<file path="src/design/cdfc_pkg.sv">
package cdfc_pkg;

  localparam int unsigned LSectBytes   = 2048;
  localparam int unsigned LSectW       = 11;
  localparam int unsigned MaxReadBytes = 129024;
  localparam int unsigned CountW       = 17;
  localparam int unsigned ChunkW       = 12;
  localparam int unsigned RssW         = 12;
  localparam int unsigned HoffW        = 9;
  localparam int unsigned CfgIdxW      = 2;
  localparam int unsigned CfgDataW     = 32;

  localparam logic [CfgIdxW-1:0] CfgFileStartSector = 2'd0;
  localparam logic [CfgIdxW-1:0] CfgFileLength      = 2'd1;
  localparam logic [CfgIdxW-1:0] CfgRawSectorSize   = 2'd2;
  localparam logic [CfgIdxW-1:0] CfgHeaderOffset    = 2'd3;

  localparam logic       ReqRead      = 1'b0;
  localparam logic       ReqSeek      = 1'b1;
  localparam logic [1:0] WhenceStart  = 2'd0;
  localparam logic [1:0] WhenceCur    = 2'd1;
  localparam logic [1:0] WhenceEnd    = 2'd2;
  localparam logic [1:0] WhenceBad    = 2'd3;

  localparam logic StatusOk        = 1'b0;
  localparam logic StatusBadWhence = 1'b1;

  typedef struct packed {
    logic               req_type;
    logic [1:0]         seek_whence;
    logic signed [63:0] seek_offset;
    logic [CountW-1:0]  read_count;
  } cdfc_req_t;

  typedef struct packed {
    logic [31:0]       raw_addr;
    logic [ChunkW-1:0] chunk_length;
    logic              last;
    logic              status;
    logic [31:0]       position;
    logic [CountW-1:0] bytes_granted;
  } cdfc_res_t;

  typedef struct packed {
    logic load;
    logic emit_nil;
    logic nil_bad;
    logic seek_sum;
    logic seek_fin;
    logic rd_prep;
    logic rd_mul;
    logic rd_chunk;
  } cdfc_cmd_t;

  typedef struct packed {
    logic is_seek;
    logic bad_whence;
    logic rd_empty;
    logic chunk_last;
  } cdfc_sts_t;

endpackage

</file>
<file path="src/design/cd_image_file_cursor_top.sv">
// Steps after accept: invalid-origin seek or empty read: decode; seek: decode, seek;
// read: decode, multiply, then one chunk per cycle (up to 64 chunks).
// Throughput: one request at a time; busy drops once the final word is registered,
// so a read holds it until the one-chunk-per-cycle sequencer emits its last chunk.
// Results are one-cycle strobes; the receiver cannot stall.
// Reset (rst_ni low, async) clears cursor and state and loads the register defaults.
module cd_image_file_cursor_top import cdfc_pkg::*; (
  input  logic                clk_i,
  input  logic                rst_ni,
  input  logic                start,
  output logic                busy,
  input  cdfc_req_t           req_i,
  output cdfc_res_t           res_o,
  output logic                res_valid_o,
  input  logic                cfg_valid_i,
  output logic                cfg_ready_o,
  input  logic [CfgIdxW-1:0]  cfg_index_i,
  input  logic [CfgDataW-1:0] cfg_data_i
);

  cdfc_cmd_t cmd;
  cdfc_sts_t sts;

  assign cfg_ready_o = 1'b1;

  cdfc_ctrl u_ctrl (
    .clk_i  (clk_i),
    .rst_ni (rst_ni),
    .start  (start),
    .busy   (busy),
    .sts_i  (sts),
    .cmd_o  (cmd)
  );

  cdfc_dp u_dp (
    .clk_i       (clk_i),
    .rst_ni      (rst_ni),
    .req_i       (req_i),
    .cfg_we_i    (cfg_valid_i & cfg_ready_o),
    .cfg_index_i (cfg_index_i),
    .cfg_data_i  (cfg_data_i),
    .cmd_i       (cmd),
    .sts_o       (sts),
    .res_o       (res_o),
    .res_valid_o (res_valid_o)
  );

endmodule

</file>
<file path="src/design/cdfc_ctrl.sv">
module cdfc_ctrl import cdfc_pkg::*; (
  input  logic      clk_i,
  input  logic      rst_ni,
  input  logic      start,
  output logic      busy,
  input  cdfc_sts_t sts_i,
  output cdfc_cmd_t cmd_o
);

  localparam logic [2:0] SIdle   = 3'd0;
  localparam logic [2:0] SDecode = 3'd1;
  localparam logic [2:0] SSeek   = 3'd2;
  localparam logic [2:0] SRdMul  = 3'd3;
  localparam logic [2:0] SRdEmit = 3'd4;

  logic [2:0] state_q, state_d;

  assign busy = (state_q != SIdle);

  always_comb begin
    state_d = state_q;
    cmd_o   = '0;
    case (state_q)
      SIdle: begin
        if (start) begin
          cmd_o.load = 1'b1;
          state_d    = SDecode;
        end
      end
      SDecode: begin
        if (sts_i.is_seek) begin
          if (sts_i.bad_whence) begin
            cmd_o.emit_nil = 1'b1;
            cmd_o.nil_bad  = 1'b1;
            state_d        = SIdle;
          end else begin
            cmd_o.seek_sum = 1'b1;
            state_d        = SSeek;
          end
        end else if (sts_i.rd_empty) begin
          cmd_o.emit_nil = 1'b1;
          state_d        = SIdle;
        end else begin
          cmd_o.rd_prep = 1'b1;
          state_d       = SRdMul;
        end
      end
      SSeek: begin
        cmd_o.seek_fin = 1'b1;
        state_d        = SIdle;
      end
      SRdMul: begin
        cmd_o.rd_mul = 1'b1;
        state_d      = SRdEmit;
      end
      SRdEmit: begin
        cmd_o.rd_chunk = 1'b1;
        if (sts_i.chunk_last) begin
          state_d = SIdle;
        end
      end
      default: begin
        state_d = SIdle;
      end
    endcase
  end

  always_ff @(posedge clk_i or negedge rst_ni) begin
    if (!rst_ni) begin
      state_q <= SIdle;
    end else begin
      state_q <= state_d;
    end
  end

endmodule

</file>
<file path="src/design/cdfc_dp.sv">
module cdfc_dp import cdfc_pkg::*; (
  input  logic                clk_i,
  input  logic                rst_ni,
  input  cdfc_req_t           req_i,
  input  logic                cfg_we_i,
  input  logic [CfgIdxW-1:0]  cfg_index_i,
  input  logic [CfgDataW-1:0] cfg_data_i,
  input  cdfc_cmd_t           cmd_i,
  output cdfc_sts_t           sts_o,
  output cdfc_res_t           res_o,
  output logic                res_valid_o
);

  logic [31:0]       fss_q, flen_q;
  logic [RssW-1:0]   rss_q;
  logic [HoffW-1:0]  hoff_q;
  logic [31:0]       cursor_q, cursor_d;

  cdfc_req_t         req_q;
  logic [65:0]       sum_q;
  logic [CountW-1:0] count_q, left_q;
  logic [31:0]       logical_q;
  logic [31:0]       rbase_q;
  logic [LSectW-1:0] within_q;
  cdfc_res_t         res_q, res_d;
  logic              res_valid_q;

  logic [31:0]       seek_base;
  logic [65:0]       sum_d;
  logic [31:0]       new_pos;
  logic [CountW-1:0] cnt_cap, count_d;
  logic [32:0]       prod;
  logic [ChunkW-1:0] room, chunk;
  logic [CountW-1:0] left_n;
  logic              chunk_last;
  logic [31:0]       raw_now;

  always_ff @(posedge clk_i or negedge rst_ni) begin
    if (!rst_ni) begin
      fss_q  <= '0;
      flen_q <= '0;
      rss_q  <= RssW'(LSectBytes);
      hoff_q <= '0;
    end else if (cfg_we_i) begin
      case (cfg_index_i)
        CfgFileStartSector: fss_q  <= cfg_data_i;
        CfgFileLength:      flen_q <= cfg_data_i;
        CfgRawSectorSize:   rss_q  <= cfg_data_i[RssW-1:0];
        CfgHeaderOffset:    hoff_q <= cfg_data_i[HoffW-1:0];
        default: ;
      endcase
    end
  end

  always_comb begin
    case (req_q.seek_whence)
      WhenceStart: seek_base = '0;
      WhenceCur:   seek_base = cursor_q;
      default:     seek_base = flen_q;
    endcase
    sum_d = {34'b0, seek_base} + {{2{req_q.seek_offset[63]}}, req_q.seek_offset};

    if (sum_q[65]) begin
      new_pos = '0;
    end else if (sum_q > {34'b0, flen_q}) begin
      new_pos = flen_q;
    end else begin
      new_pos = sum_q[31:0];
    end

    cnt_cap = (req_q.read_count > CountW'(MaxReadBytes)) ? CountW'(MaxReadBytes)
                                                          : req_q.read_count;
    count_d = ({15'b0, cnt_cap} > (flen_q - cursor_q)) ? (flen_q[CountW-1:0] -
              cursor_q[CountW-1:0]) : cnt_cap;

    prod = {12'b0, logical_q[31:LSectW]} * {21'b0, rss_q};

    room       = ChunkW'(LSectBytes) - {1'b0, within_q};
    chunk_last = (left_q <= {5'b0, room});
    chunk      = chunk_last ? left_q[ChunkW-1:0] : room;
    left_n     = left_q - {5'b0, chunk};
    raw_now    = rbase_q + {23'b0, hoff_q} + {21'b0, within_q};
  end

  assign sts_o.is_seek    = (req_q.req_type == ReqSeek);
  assign sts_o.bad_whence = (req_q.seek_whence == WhenceBad);
  assign sts_o.rd_empty   = (cursor_q >= flen_q) || (req_q.read_count == '0);
  assign sts_o.chunk_last = chunk_last;

  always_comb begin
    cursor_d = cursor_q;
    res_d    = res_q;
    if (cmd_i.emit_nil) begin
      res_d.raw_addr      = '0;
      res_d.chunk_length  = '0;
      res_d.last          = 1'b1;
      res_d.status        = cmd_i.nil_bad ? StatusBadWhence : StatusOk;
      res_d.position      = cursor_q;
      res_d.bytes_granted = '0;
    end
    if (cmd_i.seek_fin) begin
      cursor_d            = new_pos;
      res_d.raw_addr      = '0;
      res_d.chunk_length  = '0;
      res_d.last          = 1'b1;
      res_d.status        = StatusOk;
      res_d.position      = new_pos;
      res_d.bytes_granted = '0;
    end
    if (cmd_i.rd_mul) begin
      cursor_d = cursor_q + {15'b0, count_q};
    end
    if (cmd_i.rd_chunk) begin
      res_d.raw_addr      = raw_now;
      res_d.chunk_length  = chunk;
      res_d.last          = chunk_last;
      res_d.status        = StatusOk;
      res_d.position      = cursor_q;
      res_d.bytes_granted = count_q;
    end
  end

  always_ff @(posedge clk_i or negedge rst_ni) begin
    if (!rst_ni) begin
      cursor_q    <= '0;
      res_valid_q <= 1'b0;
    end else begin
      cursor_q    <= cursor_d;
      res_valid_q <= cmd_i.emit_nil | cmd_i.seek_fin | cmd_i.rd_chunk;
    end
  end

  always_ff @(posedge clk_i) begin
    res_q <= res_d;
    if (cmd_i.load) begin
      req_q <= req_i;
    end
    if (cmd_i.seek_sum) begin
      sum_q <= sum_d;
    end
    if (cmd_i.rd_prep) begin
      count_q   <= count_d;
      logical_q <= {fss_q[31-LSectW:0], {LSectW{1'b0}}} + cursor_q;
    end
    if (cmd_i.rd_mul) begin
      rbase_q  <= prod[31:0];
      left_q   <= count_q;
      within_q <= logical_q[LSectW-1:0];
    end
    if (cmd_i.rd_chunk) begin
      rbase_q   <= (&logical_q[31:LSectW]) ? '0 : rbase_q + {20'b0, rss_q};
      logical_q <= {logical_q[31:LSectW] + (32-LSectW)'(1), logical_q[LSectW-1:0]};
      left_q    <= left_n;
      within_q  <= '0;
    end
  end

  assign res_o       = res_q;
  assign res_valid_o = res_valid_q;

endmodule
</file>
<file path="config.mk">
export PLATFORM = sky130hd
export DESIGN_NAME = cd_image_file_cursor_top
export DESIGN_NICKNAME = d
export VERILOG_FILES = /design/src/design/cdfc_pkg.sv /design/src/design/cd_image_file_cursor_top.sv /design/src/design/cdfc_ctrl.sv /design/src/design/cdfc_dp.sv
export SDC_FILE = /design/constraint.sdc
export NUM_CORES = 2
export LEC_CHECK = 0
export BUFFER_PORTS_ARGS = -buffer_cell sky130_fd_sc_hd__buf_2
export CORE_MARGIN = 4
export CORE_UTILIZATION = 45
export CTS_CLUSTER_DIAMETER = 200
export CTS_CLUSTER_SIZE = 14
export DETAILED_ROUTE_END_ITERATION = 12
export PLACE_DENSITY_LB_ADDON = 0.1
export SKIP_LAST_GASP = 1
export SLEW_MARGIN = 15
export SYNTH_ARGS = -nofsm -noshare
export SYNTH_HDL_FRONTEND = slang
export SYNTH_HIERARCHICAL = 1
export SYNTH_SLANG_ARGS = --single-unit
</file>
<file path="constraint.sdc">
create_clock -name clk_i -period 12.3 [get_ports clk_i]
set_input_delay 0 -clock clk_i [delete_from_list [all_inputs] [get_ports clk_i]]
set_output_delay 0 -clock clk_i [all_outputs]
set_load 0.05 [all_outputs]
</file>
**Word level (Yosys, flattened, before mapping)**

Index checks and enable logic that the tools add are counted.

- Mux-type cells: 39
- Reductions and logical operators: 18
- Equality and inequality tests: 11
- $add $sub $neg: 11
- Multipliers: 1
- Bitwise logic cells: 3
- Order comparisons: 5

Operators by type and width:

| kind | count |
|---|---|
| 32-bit two-way mux | 9 |
| 95-bit two-way mux | 3 |
| 17-bit two-way mux | 4 |
| 66-bit by 32-bit greater-than comparator with 1-bit output | 1 |
| 33-bit by 64-bit adder with 65-bit output | 1 |
| 32-bit one-hot mux with 2 select lines | 1 |
| 32-bit by 11-bit adder with 32-bit output | 1 |
| 32-bit by 12-bit adder with 32-bit output | 1 |
| 32-bit by 17-bit adder with 32-bit output | 1 |
| 32-bit adder | 1 |
| 32-bit by 9-bit adder with 32-bit output | 1 |
| 32-bit greater-or-equal comparator | 1 |
| 17-bit by 32-bit greater-than comparator with 1-bit output | 1 |
| 21-bit by 12-bit multiplier with 32-bit output | 1 |
| 32-bit subtractor | 1 |
| 21-bit by 1-bit adder with 21-bit output (second input constant) | 1 |
| 21-bit AND reduction | 1 |
| 17-bit greater-than comparator (second input constant) | 1 |
| 17-bit by 12-bit less-or-equal comparator with 1-bit output | 1 |
| 17-bit logical NOT | 1 |
| 17-bit by 12-bit subtractor with 17-bit output | 1 |
| 17-bit subtractor | 1 |
| 1-bit two-way mux | 12 |
| 12-bit two-way mux | 1 |
| 20 further kinds | 40 |

- Register bits: 464
- Input port bits: 122
- Logic and storage cells: 112
- Output and inout bits: 98

**Longest topological paths before layout**

- Depth after elaboration: 9
- Depth in mapped cells: 28
- Gate-level depth less buffers: 27

**Cells and area by module**

Netlist, hierarchy kept.

By module, submodules not included:

| module | seq. area each (um2) | area each (um2) | cells each | instances |
|---|---|---|---|---|
| cdfc_dp | 13,158.9 | 35,551.6 | 3,564 | 1 |
| cdfc_ctrl | 75.1 | 214.0 | 21 | 1 |
| cd_image_file_cursor_top | 0.0 | 11.3 | 2 | 1 |

**Worst setup path before layout**

OpenSTA, ideal clock, no wires.

- Path type: flip-flop to flip-flop
- Start: register u_ctrl.state_q[0]
- End: register u_dp/req_q[0] in the netlist's numbering, enable pin
- Cell stages (with the launch flop): 3
- Path slack: 5.415 ns
- Arrival: 6.255 ns
- Required time: 11.671 ns
- Clock period less this slack: 6.885 ns
- Path buffers: 0
- Library setup time: 0.629 ns
- Cells stage by stage: dfrtp_1 > nand2b_1 > nor3_1

RTL lines:

| item | line | RTL |
|---|---|---|
| start, declared | cdfc_ctrl.sv:16 | `logic [2:0] state_q, state_d;` |
| start signal, assigned | cdfc_ctrl.sv:70 | `state_q <= SIdle;` |
| start signal, assigned | cdfc_ctrl.sv:72 | `state_q <= state_d;` |
| end signal, assigned | cdfc_dp.sv:136 | `req_q <= req_i;` |
| end, declared | cdfc_dp.sv:19 | `cdfc_req_t req_q;` |

**Worst setup path in the final report**

- Start: register u_dp.rss_q[8]
- End: register u_dp.rbase_q[31] (data pin)

- Cells in the longest elaborated chain, start to end: 3
- Elaborated cells between the ends (all ways): 5
- Those cells by class: add/sub (1); mul (1); mux (3)

Ends and longest elaborated chain:

| item | line | RTL |
|---|---|---|
| start, declared | cdfc_dp.sv:15 | `logic [RssW-1:0] rss_q;` |
| start signal, assigned | cdfc_dp.sv:42 | `rss_q <= RssW'(LSectBytes);` |
| start signal, assigned | cdfc_dp.sv:48 | `CfgRawSectorSize: rss_q <= cfg_data_i[RssW-1:0];` |
| 21-bit by 12-bit multiplier with 32-bit output / 32-bit by 12-bit adder with 32-bit output (equally long branches) | cdfc_dp.sv:76, cdfc_dp.sv:151 |  |
| 32-bit two-way mux (on tied branches) | cdfc_dp.sv:145, cdfc_dp.sv:151 |  |
| 32-bit two-way mux * | cdfc_dp.sv:150 | `if (cmd_i.rd_chunk) begin` |
| end signal, assigned | cdfc_dp.sv:146 | `rbase_q <= prod[31:0];` |
| end signal, assigned | cdfc_dp.sv:151 | `rbase_q <= (&logical_q[31:LSectW]) ? '0 : rbase_q + {20'b0, rss_q};` |
| end, declared | cdfc_dp.sv:23 | `logic [31:0] rbase_q;` |

Mark *: on every way between the ends. The rest lies on a longest branch, timed or not. The select of a mux whose other input is x is not followed.
A chain may end at the register's enable or synchronous reset.

==> results.yml <==
outcome:
  status: "completed"
cells_and_area:
  antennaDiodeCount: 0
  layout_commonest_cell: "inv_1"
  layout.nets: 4441
  drive_above_1_share_pct: 11.0
  final_cell_mix: "401 x inv_1, 395 x nand2_1, 341 x edfxtp_1, 269 x ha_1, 218 x a21oi_1"
  area_growth_pct: 12.4
synth:
  synth_compound_area_share_pct: 12.5
  synth_top_family_by_area: "adder cells"
  synth_cell_types: 99
  yosysWarningCount: 6
  yosysTopAreaCell: "edfxtp_1"
  seq_area_frac_synth_pct: 37.0
  syn-num-nets: 4183
  yosys-mux-area-fraction_pct: 3.81
  syn_area_sq_mm: 0.0358
  netlist_instances: 3587
  yosysTopAreaCellShare_pct: 28.6
  syn_area_per_cell_sq_um: 9.97
  ys_ff_latch: 463
  synth_ff_type: "edfxtp_1"
  synth_edf_count: 341
  async_flop_share_pct: 23.8
  synth-simple-area-share_pct: 13.6
  ys_top_cells_by_area: "edfxtp_1 29%, fa_1 11%, ha_1 9.4%"
  synth_xor_area_share_pct: 6.14
  synth_fa_ha_area_share_pct: 20.9
global_route:
  antenna_found_initial: 3
  grt_usage_pct: 23.7
  grt_remaining_overflow: 0
  grt_pass1_vias: 26901
  grt_pass1_wl_um: 158000
  grt_max_degree: 75
critical_path:
  cp_top_family: "adder cells"
  critPathArrivalTime_ns: 6.85
  start_kind: "register"
  path_cells: "nand2_1 -> fa_1 -> inv_1 -> fa_1 -> fa_1 -> fa_1 -> inv_1 -> fa_1 -> inv_1 -> ha_1 -> a21o_1 -> a2111oi_0 -> a211oi_1 -> o211ai_1 -> a31oi_1 -> nand4_1 -> o2111ai_1 -> a21oi_1 -> xnor2_1 -> o22ai_1"
  path_buf_inv: 3
  path_common_cell: "fa_1"
  required_ns: 12.58
  worstPathMaxFanout: 23
  crit_type: "register to register"
  cp_slowest_stage_delay_ns: 0.95
  crit_path_top_delay_cell: "dfrtp_1"
  end_kind: "register"
route:
  wl_per_cell_um: 20.5
  vias: 26879
  drtIter0Drc: 2033
  drtAntennaViolNets: 0
  routed_wl_um: 101000
  vias_per_cell: 5.46
  dr.pass1.iters: 6
  drc: 0
floorplan:
  start_util_pct: 45.4
  core_sq_mm: 0.0789
  dieWidth_um: 290
  rows: 103
  die_h_um: 290
  io_pins: 220
  die_area_sq_mm: 0.0841
timing:
  finalWorstSetupSlack_ns: 5.73
  fin_skew_ns: 0.0255
  period_share_pct: 53.4
  setup_viol: 0
  period_minus_slack_ns: 6.57
  fmax_mhz: 152
  rsz0062_at_grt: "no"
  worst_pin_slew_ns: 1.13
  final-hold-violation-count: 0
  finalMaxSlewViolations: 0
  relSlewSlack_pct: 24.2
  hold_ws_ns: 0.125
  setup-tns-final_ns: 0
cts:
  cts_sinks: 463
  h-tree-depth: 2
  cts.clk_slew.worst_paths_ns: 0.09
  cts_made_buffers: 39
  cts_tree: "done"
  cts_buffer_depth: 3
  cts_root_buffer: "clkbuf_16"
  worstSkewPairLatency_ns: 0.58
place:
  dp_hpwl_um: 76900
  port_buffers: 218
  pre_cts_ws_ns: 5.83
  place.gp.congestion: 0.890
job:
  max_cap_violations: 0
min_path:
  hold_class: "primary input to register"
-- timing repair --
| item | in CTS | in global routing |
|---|---|---|
| gates resized for setup | 0 | 0 |
| setup buffers | 0 | 0 |
| endpoints found under the hold margin | 195 | 0 |
| hold buffers | 120 | 0 |
-- layout make-up --
class / count / area [sq um]
repair buffers: 367 / 2520
clock inverters: 3 / 41.3
multi-input cells: 2570 / 20500
well taps: 1050 / 1310
flip-flops and latches: 463 / 13200
clock buffers: 69 / 1110
inverters: 404 / 1520
fillers: 7384 / 38700
-- worst reg2reg max path, cell delays in order (launching register included) --
cell       delay, ns
dfrtp_1         0.95
nand2_1         0.19
fa_1            0.56
inv_1           0.05
fa_1            0.46
fa_1            0.51
fa_1            0.54
inv_1           0.06
fa_1            0.54
inv_1           0.05
ha_1            0.38
a21o_1          0.22
a2111oi_0       0.56
a211oi_1        0.13
o211ai_1        0.16
a31oi_1         0.21
nand4_1         0.15
o2111ai_1       0.12
a21oi_1         0.19
xnor2_1         0.14
o22ai_1         0.10
-- per-layer routing --
layer	GRT usage, %	routed length (um)	share of wire, %
met5	0	15	0.015
met4	5.59	2550	2.5
met3	3.25	5560	5.5
met2	38.9	46900	47
met1	33.5	45700	45
-- metrics by stage --
| step | instance area (sq um) | util [%] | instances |
|---|---|---|---|
| after floorplan | 35800 | - | 3587 |
| after global placement | 37800 | 48.0 | 4734 |
| after detailed placement | 37800 | 48.0 | 4734 |
| after CTS | 40200 | 51.0 | 4926 |
| after global routing | 40200 | 51.0 | 4926 |
| final | 40200 | 51.0 | 4926 |
-- cells in the mapped netlist (12+ instances only) --
cell / instances
inv_1: 402
nand2_1: 396
edfxtp_1: 341
ha_1: 269
a21oi_1: 218
fa_1: 205
nor2_1: 198
xnor2_1: 165
o21ai_0: 143
clkbuf_1: 119
dfrtp_1: 109
and2_1: 100
xor2_1: 86
mux2_2: 81
a21o_1: 71
nand3_1: 66
nand4_1: 54
nor3_1: 51
mux2i_1: 45
a22o_1: 31
and3_1: 29
o21bai_1: 27
o22ai_1: 21
nand2b_1: 20
nor4_1: 20
o21a_1: 20
a31oi_1: 19
nor2b_1: 19
o31ai_1: 15
buf_1: 13
or2_2: 13
dfxtp_1: 12
o211ai_1: 12
-- cell families after synthesis --
kind of cell,after synthesis
DFF,463
AOI/OAI and AO/OA,694
adders and majority gates,474
and+or+nand+nor,1024
xor gates and xnor gates,251
muxes,126
other,1
buffers and inverters,554
-- final timing paths --
check	from	to	slack [ns]	cells past startpoint
min in group asynchronous	rst_ni	u_dp/rss_q[1]$_DFFE_PN0P_	0.48	3
worst max register to register	u_dp/rss_q[8]$_DFFE_PN0P_	u_dp/rbase_q[31]$_DFFE_PP_	5.73	20
worst min register to register	u_dp/logical_q[4]$_DFFE_PP_	u_dp/within_q[4]$_SDFFE_PP0P_	0.48	2
worst max-delay path	u_dp/rss_q[8]$_DFFE_PN0P_	u_dp/rbase_q[31]$_DFFE_PP_	5.73	20
worst min-delay path	cfg_index_i[0]	u_dp/fss_q[4]$_DFFE_PN0P_	0.13	4
max in group asynchronous	rst_ni	u_dp/flen_q[31]$_DFFE_PN0P_	10.44	4
-- sequential cells by signal, indices dropped and copies added (netlist names), 3 cells and up --
name            cells
u_dp/res_o         95
u_dp/req_q         83
u_dp/sum_q         65
u_dp/cursor_q      32
u_dp/flen_q        32
u_dp/logical_q     32
u_dp/rbase_q       32
u_dp/fss_q         21
u_dp/count_q       17
u_dp/left_q        17
u_dp/rss_q         12
u_dp/within_q      11
u_dp/hoff_q         9
u_ctrl/state_q      3
Power is not shown: default switching activity piles up to over one toggle a cycle in this logic, so the estimate is an artifact.
